**src/design/hss_pkg.sv**
```systemverilog
// ----------------------------------------------------------------------------
// hss_pkg
// Shared types, constants and the coil phase table of the half-step sequencer.
// ----------------------------------------------------------------------------
package hss_pkg;

	localparam int POSITION_BITS = 16;
	localparam int PPQ_BITS      = 12;
	localparam int QUARTER_BITS  = 8;
	localparam int PHASE_BITS    = 3;
	localparam int COIL_BITS     = 4;
	localparam int POS_OUT_BITS  = 16;

	localparam logic [PPQ_BITS-1:0] PPQ_RESET = PPQ_BITS'(139);

	typedef enum logic {
		KIND_COMMAND = 1'b0,
		KIND_TICK    = 1'b1
	} item_kind_t;

	typedef struct packed {
		item_kind_t              kind;
		logic [QUARTER_BITS-1:0] quarter_count;
		logic                    counter_clockwise;
		logic                    edge_hit;
	} in_item_t;

	typedef struct packed {
		logic [COIL_BITS-1:0]           coils;
		logic signed [POS_OUT_BITS-1:0] position;
		logic                           busy_res;
		logic                           move_done;
		logic                           aborted;
	} res_item_t;

	function automatic logic [COIL_BITS-1:0] coil_pattern(input logic [PHASE_BITS-1:0] idx);
		logic [COIL_BITS-1:0] pat;
		unique case (idx)
			3'd0: pat = 4'b0001;
			3'd1: pat = 4'b0011;
			3'd2: pat = 4'b0010;
			3'd3: pat = 4'b0110;
			3'd4: pat = 4'b0100;
			3'd5: pat = 4'b1100;
			3'd6: pat = 4'b1000;
			3'd7: pat = 4'b1001;
			default: pat = '0;
		endcase
		return pat;
	endfunction

	function automatic logic signed [POS_OUT_BITS-1:0] position_field(
		input logic [POSITION_BITS-1:0] pos
	);
		logic signed [31:0] ext;
		ext = 32'(signed'(pos));
		return ext[POS_OUT_BITS-1:0];
	endfunction

endpackage

```
**src/design/hss_in_reg.sv**
```systemverilog
// ----------------------------------------------------------------------------
// hss_in_reg
// Input register: captures one item and holds it until the step logic takes it.
// ----------------------------------------------------------------------------
module hss_in_reg
	import hss_pkg::*;
(
	input  logic     clk,
	input  logic     arst_n,
	input  logic     in_valid,
	output logic     in_ready,
	input  in_item_t item_in,
	input  logic     advance,
	output logic     valid_s1,
	output in_item_t item_s1
);

	assign in_ready = !valid_s1 || advance;

	always_ff @(posedge clk or negedge arst_n) begin
		if (!arst_n) begin
			valid_s1 <= 1'b0;
		end else if (in_ready) begin
			valid_s1 <= in_valid;
		end
	end

	always_ff @(posedge clk) begin
		if (in_valid && in_ready) begin
			item_s1 <= item_in;
		end
	end

endmodule

```
**src/design/hss_step.sv**
```systemverilog
// ----------------------------------------------------------------------------
// hss_step
// Move state and per-item update: phase index, tick and quarter counters,
// position, held coil pattern and abort flag.
// ----------------------------------------------------------------------------
module hss_step
	import hss_pkg::*;
(
	input  logic                clk,
	input  logic                arst_n,
	input  logic                cfg_we,
	input  logic [PPQ_BITS-1:0] cfg_wdata,
	input  logic                advance,
	input  in_item_t            item_s1,
	output res_item_t           result
);

	logic [PPQ_BITS-1:0]      ppq_q;
	logic [PHASE_BITS-1:0]    phase_q, phase_d;
	logic [PPQ_BITS-1:0]      tick_q, tick_d, tick_inc;
	logic [QUARTER_BITS-1:0]  done_q, done_d, done_inc;
	logic [QUARTER_BITS-1:0]  target_q, target_d;
	logic                     dir_q, dir_d;
	logic                     moving_q, moving_d;
	logic [POSITION_BITS-1:0] pos_q, pos_d;
	logic [COIL_BITS-1:0]     coil_q, coil_d;
	logic                     abort_q, abort_d;
	logic                     done_flag;

	always_comb begin
		phase_d   = phase_q;
		tick_d    = tick_q;
		done_d    = done_q;
		target_d  = target_q;
		dir_d     = dir_q;
		moving_d  = moving_q;
		pos_d     = pos_q;
		coil_d    = coil_q;
		abort_d   = abort_q;
		done_flag = 1'b0;
		tick_inc  = tick_q + PPQ_BITS'(1);
		done_inc  = done_q + QUARTER_BITS'(1);
		if (item_s1.kind == KIND_COMMAND) begin
			target_d  = item_s1.quarter_count;
			dir_d     = item_s1.counter_clockwise;
			done_d    = '0;
			tick_d    = '0;
			phase_d   = '0;
			abort_d   = 1'b0;
			moving_d  = item_s1.quarter_count != '0;
			done_flag = item_s1.quarter_count == '0;
		end else if (moving_q) begin
			if (tick_q == '0 && item_s1.edge_hit) begin
				moving_d  = 1'b0;
				abort_d   = 1'b1;
				done_flag = 1'b1;
			end else begin
				coil_d  = coil_pattern(phase_q);
				phase_d = dir_q ? phase_q + PHASE_BITS'(1) : phase_q - PHASE_BITS'(1);
				tick_d  = tick_inc;
				if (tick_inc == '0 || tick_inc >= ppq_q) begin
					tick_d = '0;
					pos_d  = dir_q ? pos_q - POSITION_BITS'(1) : pos_q + POSITION_BITS'(1);
					done_d = done_inc;
					if (done_inc == target_q) begin
						moving_d  = 1'b0;
						done_flag = 1'b1;
					end
				end
			end
		end
		result.coils     = coil_d;
		result.position  = position_field(pos_d);
		result.busy_res  = moving_d;
		result.move_done = done_flag;
		result.aborted   = abort_d;
	end

	always_ff @(posedge clk or negedge arst_n) begin
		if (!arst_n) begin
			ppq_q    <= PPQ_RESET;
			phase_q  <= '0;
			tick_q   <= '0;
			done_q   <= '0;
			target_q <= '0;
			dir_q    <= 1'b0;
			moving_q <= 1'b0;
			pos_q    <= '0;
			coil_q   <= '0;
			abort_q  <= 1'b0;
		end else begin
			if (cfg_we) begin
				ppq_q <= cfg_wdata;
			end
			if (advance) begin
				phase_q  <= phase_d;
				tick_q   <= tick_d;
				done_q   <= done_d;
				target_q <= target_d;
				dir_q    <= dir_d;
				moving_q <= moving_d;
				pos_q    <= pos_d;
				coil_q   <= coil_d;
				abort_q  <= abort_d;
			end
		end
	end

endmodule

```
**src/design/hss_out_reg.sv**
```systemverilog
// ----------------------------------------------------------------------------
// hss_out_reg
// Result register: holds one result item until the receiver takes it.
// ----------------------------------------------------------------------------
module hss_out_reg
	import hss_pkg::*;
(
	input  logic      clk,
	input  logic      arst_n,
	input  logic      valid_s1,
	input  res_item_t result,
	input  logic      out_ready,
	output logic      advance,
	output logic      valid_s2,
	output res_item_t result_s2
);

	assign advance = valid_s1 && (!valid_s2 || out_ready);

	always_ff @(posedge clk or negedge arst_n) begin
		if (!arst_n) begin
			valid_s2 <= 1'b0;
		end else if (!valid_s2 || out_ready) begin
			valid_s2 <= valid_s1;
		end
	end

	always_ff @(posedge clk) begin
		if (advance) begin
			result_s2 <= result;
		end
	end

endmodule

```
**src/design/half_step_stepper_mover.sv**
```systemverilog
// ----------------------------------------------------------------------------
// half_step_stepper_mover
// Half-step sequencer for one axis of a four-coil unipolar stepper.
//
// Input channel (in_valid/in_ready) takes command items (kind 0: quarter
// count and direction) and tick items (kind 1: one step period, with the
// limit sensor). Every item gives exactly one result item on the output
// channel (out_valid/out_ready): coil drive, position, busy, done, aborted.
// cfg_we/cfg_wdata write phases_per_quarter. The user must write it only
// while the block is idle; the block itself does not enforce this.
//
// An accepted item waits in the input register until the state update
// between the input and result registers steps it into the result register.
// Throughput: one item per cycle while the receiver does not stall.
// A stalled receiver holds the result register; the input register still
// takes one more item, after which in_ready drops until out_ready returns.
// Reset clears all move state, position and coils to zero, sets
// phases_per_quarter to 139 and empties both registers.
// ----------------------------------------------------------------------------
module half_step_stepper_mover
	import hss_pkg::*;
(
	input  logic                           clk,
	input  logic                           arst_n,
	input  logic                           cfg_we,
	input  logic [PPQ_BITS-1:0]            cfg_wdata,
	input  logic                           in_valid,
	output logic                           in_ready,
	input  logic                           kind,
	input  logic [QUARTER_BITS-1:0]        quarter_count,
	input  logic                           counter_clockwise,
	input  logic                           edge_hit,
	output logic                           out_valid,
	input  logic                           out_ready,
	output logic [COIL_BITS-1:0]           coils,
	output logic signed [POS_OUT_BITS-1:0] position,
	output logic                           busy_res,
	output logic                           move_done,
	output logic                           aborted
);

	in_item_t  item_in, item_s1;
	res_item_t result, result_s2;
	logic      valid_s1, advance;

	assign item_in.kind              = item_kind_t'(kind);
	assign item_in.quarter_count     = quarter_count;
	assign item_in.counter_clockwise = counter_clockwise;
	assign item_in.edge_hit          = edge_hit;

	hss_in_reg u_in_reg (
		.clk      (clk),
		.arst_n   (arst_n),
		.in_valid (in_valid),
		.in_ready (in_ready),
		.item_in  (item_in),
		.advance  (advance),
		.valid_s1 (valid_s1),
		.item_s1  (item_s1)
	);

	hss_step u_step (
		.clk       (clk),
		.arst_n    (arst_n),
		.cfg_we    (cfg_we),
		.cfg_wdata (cfg_wdata),
		.advance   (advance),
		.item_s1   (item_s1),
		.result    (result)
	);

	hss_out_reg u_out_reg (
		.clk       (clk),
		.arst_n    (arst_n),
		.valid_s1  (valid_s1),
		.result    (result),
		.out_ready (out_ready),
		.advance   (advance),
		.valid_s2  (out_valid),
		.result_s2 (result_s2)
	);

	assign coils     = result_s2.coils;
	assign position  = result_s2.position;
	assign busy_res  = result_s2.busy_res;
	assign move_done = result_s2.move_done;
	assign aborted   = result_s2.aborted;

endmodule

```
**config.mk**
```make
export PLATFORM = sky130hd
export DESIGN_NAME = half_step_stepper_mover
export DESIGN_NICKNAME = d
export VERILOG_FILES = /design/src/design/hss_pkg.sv /design/src/design/hss_in_reg.sv /design/src/design/hss_step.sv /design/src/design/hss_out_reg.sv /design/src/design/half_step_stepper_mover.sv
export SDC_FILE = /design/constraint.sdc
export NUM_CORES = 1
export LEC_CHECK = 0
export CELL_PAD_IN_SITES_DETAIL_PLACEMENT = 1
export CELL_PAD_IN_SITES_GLOBAL_PLACEMENT = 2
export CORE_ASPECT_RATIO = 0.5
export CORE_MARGIN = 8
export CORE_UTILIZATION = 38
export CTS_CLUSTER_SIZE = 25
export DETAILED_ROUTE_END_ITERATION = 12
export DONT_BUFFER_PORTS = 1
export MAX_ROUTING_LAYER = met4
export PLACE_DENSITY = 0.86
export SKIP_CTS_REPAIR_TIMING = 1
export SLEW_MARGIN = 25
export SYNTH_ARGS = -nofsm -noshare
export SYNTH_HDL_FRONTEND = slang
export SYNTH_SLANG_ARGS = --single-unit
```
**constraint.sdc**
```tcl
create_clock -name clk -period 3 [get_ports clk]
set_clock_uncertainty 0.15 [all_clocks]
set_input_delay 0.6 -clock clk [delete_from_list [all_inputs] [get_ports clk]]
set_output_delay 0.6 -clock clk [all_outputs]
set_load 0.005 [all_outputs]
```
==> Yosys cells after proc, flatten, opt, wreduce, memory -nomap -nowiden <==
Memory sizes are Yosys's and may differ from the RTL's.
Index checks and enable logic that the tools add are counted.
{ "word_totals": {"romBits": 32, "output_inout_bits": 25, "ff_bits": 102, "n_memories": 1, "in_bits": 28, "wordCells": 82} }
{ "mem_list": {"columns": ["memory", "depth", "word_bits", "rd", "rd_ports_with_merged_regs", "wr", "line", "rtl"], "rows": [
  ["(name not given)", 8, 4, 1, 0, 0, "hss_pkg.sv:38", "unique case (idx)"]
]} }
{ "op_classes": {"n_reduce_logical": 15, "magnitude_cmp": 1, "n_mux": 33, "n_addsub": 6, "bitwise_logic": 1, "eq_ne": 4} }
{ "op_table": {"columns": ["operator", "n"], "rows": [
  ["16-bit 2-to-1 mux", 5],
  ["12-bit 2-to-1 mux", 4],
  ["8-bit 2-to-1 mux", 4],
  ["12-bit logical NOT", 2],
  ["16-bit by 1-bit adder with 16-bit output, second input constant", 1],
  ["16-bit by 1-bit subtractor with 16-bit output, second input constant", 1],
  ["1-bit 2-to-1 mux", 13],
  ["12-bit by 1-bit adder with 12-bit output, second input constant", 1],
  ["12-bit greater-or-equal comparator", 1],
  ["3-bit 2-to-1 mux", 4],
  ["4-bit 2-to-1 mux", 3],
  ["8-bit by 1-bit adder with 8-bit output, second input constant", 1],
  ["8-bit equality test", 1],
  ["8-bit logical NOT", 1],
  ["8-bit nonzero test", 1],
  ["2-bit by 1-bit != test with 1-bit output, second input constant", 2],
  ["4-bit AND reduction", 1],
  ["3-bit by 1-bit adder with 3-bit output, second input constant", 1],
  ["1-bit logical AND", 3],
  ["1-bit logical OR", 3],
  ["3-bit AND reduction", 1],
  ["3-bit by 1-bit subtractor with 3-bit output, second input constant", 1],
  ["1-bit logical NOT", 2],
  ["2-bit != test, second input constant", 1],
  ["2 further kinds", 2]
]} }

==> Logic depth before layout (Yosys ltp) <==
Gate-level depths: netlist of the first run.
{ "depth": {"depth_word": 7, "ltp_mapped": 15, "ltp_nobuf": 12} }

==> Modules after synthesis <==
A second synthesis of the first run with hierarchy kept.
{ "unflattened": {"cells_unflattened": 573, "area_unflattened_um2": 5838.1} }
{ "modules_own_cells": {"columns": ["mod", "cells_per_inst", "area_per_inst_um2", "n_inst"], "rows": [
  ["hss_step", 531, 4719.5, 1],
  ["hss_out_reg", 27, 734.5, 1],
  ["hss_in_reg", 15, 384.1, 1]
]} }

==> Worst setup path after synthesis of the first run <==
Ideal clock, no wire load.
{ "synth_path": {"path_kind": "register to register", "from": "reg u_step.tick_q[0]", "to": "reg, netlist name u_out_reg.result_s2[11]", "required_time_ns": 2.590, "setup_ns": 0.260, "path_slack_ns": -0.218, "arrival_time_ns": 2.808, "stages_incl_launch_ff": 13, "path_cell_list": "dfrtp_1 -> ha_1 -> and4_4 -> nand4_1 -> xnor2_1 -> ha_1 -> nand2_1 -> nor2_1 -> a211oi_1 -> a21oi_1 -> o21ai_2 -> buf_6 -> mux2_2"} }
{ "synth_rtl": {"columns": ["item", "line", "rtl"], "rows": [
  ["from (decl)", "hss_step.sv:20", "logic [PPQ_BITS-1:0] tick_q, tick_d, tick_inc;"],
  ["from (signal assigned)", "hss_step.sv:97", "tick_q <= tick_d;"]
]} }

==> qor.csv, run 1 <==
metric,value,unit
status,finished with violations,
failed_checks,setup timing,
post-route-util,47.6,%
placed_cells,764,
viasPerCell,5.39,
final_antenna_net_count,0,
cp.arrival,3.23,ns
dr.pass1.iters,4,
numCtsBuffers,9,
yosysTopAreaCell,dfrtp_1,
io_pins,53,
synth-edff-count,34,
place.gp.congestion,0.873,
max_cap_violations,0,
die_h,103,um
fp-row-count,31,
dp_hpwl,10.4,mm
clockBufferDepth,2,
synthMuxAreaShare,8.09,%
critPathRequiredTime,2.95,ns
syn_inst,542,
vdd_drop_max,0.316,mV
cts_tree,done,
antenna_found_initial,1,
area_growth,20.9,%
syn_area,5770,um2
vias,4303,
leakagePower,3.11,nW
port_buffers,0,
yosysWarnings,0,
grt_max_degree,69,
grt_pass1_vias,4493,
wl_per_cell,18.5,um
worst-setup-path-type,reg2reg,
synth_xor_area_share,5.47,%
track_usage,15.5,%
yosys.area_share.adder,6.98,%
yosys.area_share.simple,14.6,%
grt_setup_unrepaired,true,
die-area,19600,um2
n_fill_cell,1603,
fin_crit,3.28,ns
power_frac_seq,43.7,%
placed_cell_area,6320,um2
drive_gt1_share,27.5,%
fin_nets,654,
p_sw_share,33.8,%
cp_max_fo,8,
overflow,0,
relSlewSlack,60.8,%
clock_latency,0.35,ns
hp-class,in2reg,
synthFlopType,dfrtp_1,
slew_violations,0,
grt_pass1_wl,23.3,mm
drt_iter0_drc,153,
pwr-share-clk,27.0,%
powerDensity,632,nW/um2
p_int,0.00292,W
synth_area_leaders,"dfrtp_1 28%, edfxtp_1 18%, ha_1 6.3%, mux2_2 5.7%, xnor2_1 3.8%",
pre_cts_slack,-0.212,ns
syn_nets,601,
worst_pin_slew,0.588,ns
setup_viol,43,
die_width,190,um
start_util,39.3,%
hold_violations,0,
coreArea,14700,um2
synth-seq-cells,102,
syn_area_per_cell,10.6,um2
p_comb_share,29.3,%
path_clk_slew,0.07,ns
synth-seq-area-share,47.3,%
cts_sinks,102,
start_kind,flip-flop,
crit_path_end_kind,flip-flop,
synthDistinctLibCells,63,
synth_top_family_by_area,simple AND/OR/NAND/NOR gates,
synth-async-reset-ratio,66.7,%
clockRootBuffer,clkbuf_16,
fmax,305,MHz
period_share,109,%
routed_wl,14.8,mm
power.switching,0.00149,W
synth-compound-area-share,13.3,%
design_area,6970,um2
yosysTopAreaCellShare,27.8,%
post-route-drc-count,0,
total_power,0.00441,W
htreeDepth,3,
final_cells,799,
setup_ws,-0.282,ns
[synth_stat cells, drive strengths merged (3+ instances only)]
library cell / number
dfrtp: 64
nand2: 51
o21ai: 41
mux2: 37
edfxtp: 34
a21oi: 29
ha: 29
nor2: 26
inv: 25
xnor2: 25
nand3: 24
buf: 14
clkbuf: 13
nor3: 13
xor2: 11
a31oi: 9
nand4: 7
nor2b: 7
o31ai: 7
a21o: 6
a32o: 6
and3: 6
nand2b: 5
dfstp: 4
nor4: 4
o211ai: 4
or2: 4
a41o: 3
and4: 3
[metrics by stage]
step / setup TNS, ns / hold slack, ns
floorplan: 0 / 0.154
global placement: -2.27 / 0.157
detailed placement: -4.33 / 0.156
CTS: -4.62 / -0.235
global route: -12.07 / 0.151
finish: -5.37 / 0.161
[worst paths after layout]
kind,endpoint,startpoint,slack (ns),cells after the start
min in group asynchronous,u_step.pos_q[10]$_DFFE_PN0P_,arst_n,0.63,2
max reg2reg,u_out_reg.result_s2[8]$_DFFE_PP_,u_step.tick_q[2]$_DFFE_PN0P_,-0.28,13
max in group asynchronous,u_step.ppq_q[0]$_DFFE_PN1P_,arst_n,1.71,2
max,u_out_reg.result_s2[8]$_DFFE_PP_,u_step.tick_q[2]$_DFFE_PN0P_,-0.28,13
min reg2reg,u_step.dir_q$_DFFE_PN0P_,u_in_reg.item_s1[1]$_DFFE_PP_,0.32,2
min,u_step.ppq_q[7]$_DFFE_PN1P_,cfg_we,0.16,1
[registers in the layout (all words and copies together) (netlist names), 3 cells and up]
register             count
u_step.done_q            8
u_step.ppq_q            12
u_out_reg.result_s2     23
u_step.pos_q            16
u_step.coil_q            4
u_step.tick_q           12
u_step.phase_q           3
u_step.target_q          8
u_in_reg.item_s1        11
[cell families (layout without fill, tap and decap cells)]
| family | count (synthesis) | after routing |
|---|---|---|
| AOI/OAI and AO/OA | 119 | 119 |
| other | 0 | 1 |
| buffers and inverters | 53 | 111 |
| adders and majority gates | 31 | 31 |
| and+or+nand+nor | 162 | 162 |
| DFF | 102 | 102 |
| xor gates and xnor gates | 36 | 36 |
| muxes | 39 | 39 |
[area by class of cell]
cell class | count | area [um2] | area share (%)
multi-input combinational | 387 | 2980 | 42.7
sequential | 102 | 2730 | 39.2
timing repair buffer | 69 | 614 | 8.81
clock buffer | 11 | 254 | 3.64
tap | 198 | 248 | 3.55
inverter | 26 | 97.6 | 1.40
clock inverter | 5 | 50.0 | 0.718
antenna | 1 | 2.50 | 0.0359
[worst max-delay path, stage by stage, from the launching register on]
cell	delay, ns
dfrtp_1	0.45
nand3_4	0.11
or3_4	0.39
nand2_4	0.09
ha_4	0.19
a21o_1	0.18
a21oi_2	0.12
nor2_1	0.06
a211oi_2	0.22
a21oi_2	0.12
buf_4	0.16
o21ai_4	0.26
clkbuf_16	0.23
mux2_4	0.30
[layer usage]
| metal | up-vias | routed length, um | GRT usage (%) |
|---|---|---|---|
| met5 | - | 0 | - |
| met4 | 0 | 213 | 4.62 |
| met3 | 13 | 542 | 3.95 |
| met2 | 57 | 7100 | 25.1 |
| met1 | 2168 | 6950 | 19.1 |
| li1 | 2065 | - | - |
[placed cells by master, fill, tap and decap left out, types with 4 or more instances in the layout]
master      n
mux2_4     13
clkbuf_16  11
o21ai_1     5
o21ai_0    33
a21o_1      6
ha_1       26
nor2_1     25
o31ai_1     6
nand3_1    20
nor2b_1     7
a32o_1      6
a21oi_1    26
nand2b_1    5
inv_1      25
a31oi_1     9
dfrtp_1    62
nand4_1     7
nand2_1    45
edfxtp_1   34
nor3_1     11
buf_4      58
and3_1      6
buf_6       5
xor2_1     10
dfstp_2     4
mux2_2     24
xnor2_1    23
[power by group through the flow]
stage	Clock (W)	Combinational, W	Sequential (W)
3_5_place_dp	0	0.00122	0.00195
3_3_place_gp	0	0.00117	0.00193
5_1_grt	0.00127	0.00146	0.00196
4_1_cts	0.00123	0.00123	0.00192
2_1_floorplan	0	0.000902	0.00188
6_report	0.00119	0.00129	0.00193
No activity file was read; power rests on OpenSTA's default activity.
==> inputs of run 2 (changes only) <==
--- a/config.mk
+++ b/config.mk
@@ -14,7 +14,7 @@
 export DETAILED_ROUTE_END_ITERATION = 12
 export DONT_BUFFER_PORTS = 1
 export MAX_ROUTING_LAYER = met4
-export PLACE_DENSITY = 0.86
+export PLACE_DENSITY = 0.87
 export SKIP_CTS_REPAIR_TIMING = 1
 export SLEW_MARGIN = 25
 export SYNTH_ARGS = -nofsm -noshare
==> qor.csv, run 2 (synthesized netlist as in run 1, its figures left out) <==
metric,value,unit
fmax,296,MHz
design_area,7180,um2
regMostFlops,u_out_reg.result_s2,
grt_setup_unrepaired,true,
place.gp.congestion,0.834,
grt_max_degree,69,
cpMostUsedCell,ha_4,
drt_iter0_drc,261,
layout_common_cells,"62 x dfrtp_1, 61 x buf_4, 46 x nand2_1",
max_cap_violations,0,
powerDensity,629,nW/um2
routed_wl,15.7,mm
leakagePower,3.23,nW
hp-class,in2reg,
setup_viol,51,
area_growth,24.4,%
period_share,112,%
cts_tree,done,
hold_violations,0,
post-route-drc-count,0,
critPathRequiredTime,2.95,ns
cp.arrival,3.32,ns
n_fill_cell,1592,
die_width,190,um
die_h,103,um
drive_gt1_share,29.4,%
worst-setup-path-type,reg2reg,
overflow,0,
grt_pass1_wl,23.9,mm
path_clk_slew,0.08,ns
numCtsBuffers,9,
crit_slowest_cell,dfrtp_2,
largest_reg_flops,23,
final_common_cell,dfrtp_1,
biggestRegsByFlops,"u_out_reg.result_s2 (23), u_step.pos_q (16)",
status,finished with violations,
failed_checks,setup timing,
coreArea,14700,um2
htreeDepth,3,
die-area,19600,um2
track_usage,15.7,%
start_util,39.3,%
total_power,0.00452,W
pre_cts_slack,-0.244,ns
worstPathCellList,ha_4 > and4_4 > nand4_1 > xnor2_2 > ha_4 > buf_6 > a211oi_2 > a21oi_2 > buf_4 > o21ai_4 > clkbuf_16 > mux2_4,
vias,4388,
multi_input_area,3100,um2
cpPeakStageDelay,0.43,ns
viasPerCell,5.45,
vdd_drop_max,0.312,mV
dr.pass1.iters,4,
port_buffers,0,
crit_path_end_kind,flip-flop,
wl_per_cell,19.5,um
clockRootBuffer,clkbuf_16,
relSlewSlack,62.1,%
final.setup.tns,-11.59,ns
fp-row-count,31,
cp_max_fo,8,
antenna_found_initial,1,
placed_cell_area,6330,um2
setup_ws,-0.374,ns
regArea,2730,um2
dp_hpwl,10.5,mm
start_kind,flip-flop,
slew_violations,0,
grt_pass1_vias,4603,
fin_nets,660,
fin_crit,3.37,ns
worst_pin_slew,0.568,ns
clock_latency,0.35,ns
cts_sinks,102,
io_pins,53,
post-route-util,49.0,%
final_antenna_net_count,0,
clockBufferDepth,2,
-- run 2: layer usage --
layer / routed length [um] / track usage (%) / part of all wire (%)
met5: 0 / - / 0
met4: 131 / 3.38 / 0.84
met3: 399 / 3.34 / 2.5
met2: 7860 / 26.6 / 50
met1: 7290 / 19.4 / 46
-- run 2: critical path: cells and delay by family (launching register included) --
| family | cells | cell delay, ns |
|---|---|---|
| xor gates and xnor gates | 1 | 0.28 |
| muxes | 1 | 0.30 |
| DFF | 1 | 0.43 |
| buffers and inverters | 3 | 0.51 |
| AOI/OAI and AO/OA | 3 | 0.62 |
| and+or+nand+nor | 2 | 0.41 |
| adders and majority gates | 2 | 0.41 |
-- run 2: worst paths after layout --
check                                              start                                to  slack [ns]  cells after the start
max                         u_step.tick_q[1]$_DFFE_PN0P_  u_out_reg.result_s2[7]$_DFFE_PP_       -0.37                     12
min                                               cfg_we       u_step.ppq_q[3]$_DFFE_PN1P_        0.15                      1
max reg2reg                 u_step.tick_q[1]$_DFFE_PN0P_  u_out_reg.result_s2[7]$_DFFE_PP_       -0.37                     12
min reg2reg                u_in_reg.item_s1[1]$_DFFE_PP_          u_step.dir_q$_DFFE_PN0P_        0.31                      2
max in group asynchronous                         arst_n       u_step.ppq_q[7]$_DFFE_PN1P_        1.70                      2
min in group asynchronous                         arst_n      u_step.pos_q[10]$_DFFE_PN0P_        0.61                      2
-- run 2: where the power goes --
group	internal [W]	switching (W)
sequential	0.00171	0.000215
combinational	0.000601	0.000734
clock	0.000669	0.000588
-- run 2: per-stage QoR --
| stage | cells | hold WS (ns) |
|---|---|---|
| floorplan | 542 | 0.154 |
| global placement | 766 | 0.157 |
| detailed placement | 766 | 0.157 |
| CTS | 782 | -0.233 |
| global route | 805 | 0.145 |
| finish | 805 | 0.150 |
-- run 2: layout make-up --
class                   instances  share of cell area [%]
flip-flops and latches        102                    38.0
diodes                          1                  0.0349
clock buffers                   9                    3.14
well taps                     198                    3.45
multi-input cells             387                    43.1
clock inverters                 7                    1.26
repair buffers                 75                    9.59
inverters                      26                    1.36
==> inputs of run 3 (changes only) <==
--- a/config.mk
+++ b/config.mk
@@ -9,14 +9,13 @@
 export CELL_PAD_IN_SITES_GLOBAL_PLACEMENT = 2
 export CORE_ASPECT_RATIO = 0.5
 export CORE_MARGIN = 8
-export CORE_UTILIZATION = 38
+export CORE_UTILIZATION = 40
 export CTS_CLUSTER_SIZE = 25
 export DETAILED_ROUTE_END_ITERATION = 12
 export DONT_BUFFER_PORTS = 1
 export MAX_ROUTING_LAYER = met4
 export PLACE_DENSITY = 0.87
 export SKIP_CTS_REPAIR_TIMING = 1
-export SLEW_MARGIN = 25
 export SYNTH_ARGS = -nofsm -noshare
 export SYNTH_HDL_FRONTEND = slang
 export SYNTH_SLANG_ARGS = --single-unit
==> constraint.sdc (replaced) <==
create_clock -name clk -period 3.2 [get_ports clk]
set_clock_uncertainty 0.15 [all_clocks]
set_input_delay 0.64 -clock clk [delete_from_list [all_inputs] [get_ports clk]]
set_output_delay 0.64 -clock clk [all_outputs]
set_load 0.005 [all_outputs]
==> qor.csv, run 3 (synthesized netlist as in run 1, its figures left out) <==
metric,value,unit
critPathRequiredTime,3.16,ns
cpPeakStageDelay,0.43,ns
period_share,103,%
placed_cells,747,
powerDensity,595,nW/um2
fp-row-count,31,
worst_pin_slew,0.905,ns
die-area,18800,um2
wl_per_cell,19.5,um
crit_slowest_cell,dfrtp_1,
cts_tree,done,
grt_pass1_wl,23.9,mm
hold_violations,5,
holdWs,-0.0111,ns
worst-setup-path-type,reg2reg,
clockBufferDepth,2,
start_util,40.4,%
largest_reg_flops,23,
layout_common_cells,"63 x dfrtp_1, 48 x nand2_1, 43 x buf_4",
final_cells,786,
setup_ws,-0.0976,ns
rr_startpoint,u_step.tick_q[1]$_DFFE_PN0P_,
cp-startpoint,u_step.tick_q[1]$_DFFE_PN0P_,
failed_checks,"hold timing, setup timing",
worstPathCellList,ha_2 > and4_4 > nand2_1 > xnor2_2 > ha_1 > a21oi_1 > nor2_2 > a211oi_2 > a21oi_2 > buf_4 > o21ai_4 > clkbuf_16 > mux2_4,
max_cap_violations,0,
vdd_drop_max,0.271,mV
slew_violations,0,
n_fill_cell,1587,
cts_sinks,102,
fmax,303,MHz
r2r_slack,-0.1,ns
status,finished with violations,
routed_wl,15.3,mm
vias,4286,
cp.depth,13,
path_buf_inv,2,
dr.pass1.iters,4,
antenna_found_initial,2,
biggestRegsByFlops,"u_out_reg.result_s2 (23), u_step.pos_q (16)",
die_h,101,um
multi_input_area,3040,um2
regMostFlops,u_out_reg.result_s2,
overflow,0,
htreeDepth,3,
relSlewSlack,39.5,%
cp.arrival,3.25,ns
area_growth,19.5,%
grt_pass1_vias,4429,
viasPerCell,5.45,
path_clk_slew,0.08,ns
setup_viol,25,
io_pins,53,
r2r_cells,13,
post-route-drc-count,0,
clock_latency,0.36,ns
final_antenna_net_count,0,
start_kind,flip-flop,
dp_hpwl,10.2,mm
fin_crit,3.30,ns
crit_path_end_kind,flip-flop,
regArea,2730,um2
fin_nets,640,
place.gp.congestion,0.807,
final.setup.tns,-1.31,ns
die_width,186,um
port_buffers,0,
drive_gt1_share,26.3,%
numCtsBuffers,9,
coreArea,14300,um2
grt_setup_unrepaired,true,
track_usage,16.8,%
final_common_cell,dfrtp_1,
cp_max_fo,8,
critPathTopFamily,compound AO/OA/AOI/OAI gates,
clockRootBuffer,clkbuf_16,
leakagePower,3.06,nW
hp-class,in2async,
drt_iter0_drc,264,
grt_max_degree,69,
[run 3: worst register-to-register path: stages (launching register included)]
cell	delay (ns)
dfrtp_1	0.43
ha_2	0.21
and4_4	0.23
nand2_1	0.09
xnor2_2	0.20
ha_1	0.27
a21oi_1	0.18
nor2_2	0.06
a211oi_2	0.17
a21oi_2	0.14
buf_4	0.17
o21ai_4	0.24
clkbuf_16	0.22
mux2_4	0.30
[run 3: where the power goes]
part           switching [W]  total, W  internal [W]
Clock               0.000511   0.00105      0.000536
Sequential          0.000211   0.00181       0.00160
Combinational       0.000682   0.00124      0.000560
Total                0.00140   0.00410       0.00270
[run 3: path summary, 6_finish.rpt]
| kind | to |
|---|---|
| setup / recovery | u_out_reg.result_s2[14]$_DFFE_PP_ |
| hold / removal | u_step.pos_q[8]$_DFFE_PN0P_ |
| setup reg to reg | u_out_reg.result_s2[14]$_DFFE_PP_ |
| hold reg to reg | u_step.coil_q[0]$_DFFE_PN0P_ |
| max in group asynchronous | u_step.ppq_q[3]$_DFFE_PN1P_ |
| min in group clk | u_step.ppq_q[3]$_DFFE_PN1P_ |
[run 3: cell type report]
| type | count | share of cell area, % |
|---|---|---|
| inverters | 26 | 1.42 |
| flip-flops and latches | 102 | 39.6 |
| clock inverters | 6 | 0.635 |
| repair buffers | 54 | 7.35 |
| clock buffers | 10 | 3.32 |
| well taps | 198 | 3.59 |
| multi-input cells | 388 | 44.0 |
| diodes | 2 | 0.0726 |
[run 3: layer usage]
layer  up-vias  track usage, %  wire, um
li1       2046               -         -
met1      2159            20.2      6940
met2        60            27.2      7520
met3        21            4.57       620
met4         0            5.03       247
met5         -               -         0
[run 3: metrics by stage]
step	power, W	area [um2]	util [%]	setup WS (ns)
2_1_floorplan	0.00260	5770	-	0.00692
5_1_grt	0.00435	6890	48.3	-0.261
3_5_place_dp	0.00293	6130	43.0	-0.251
6_report	0.00410	6890	48.3	-0.0976
3_3_place_gp	0.00286	6130	43.0	-0.114
4_1_cts	0.00401	6410	44.9	-0.255
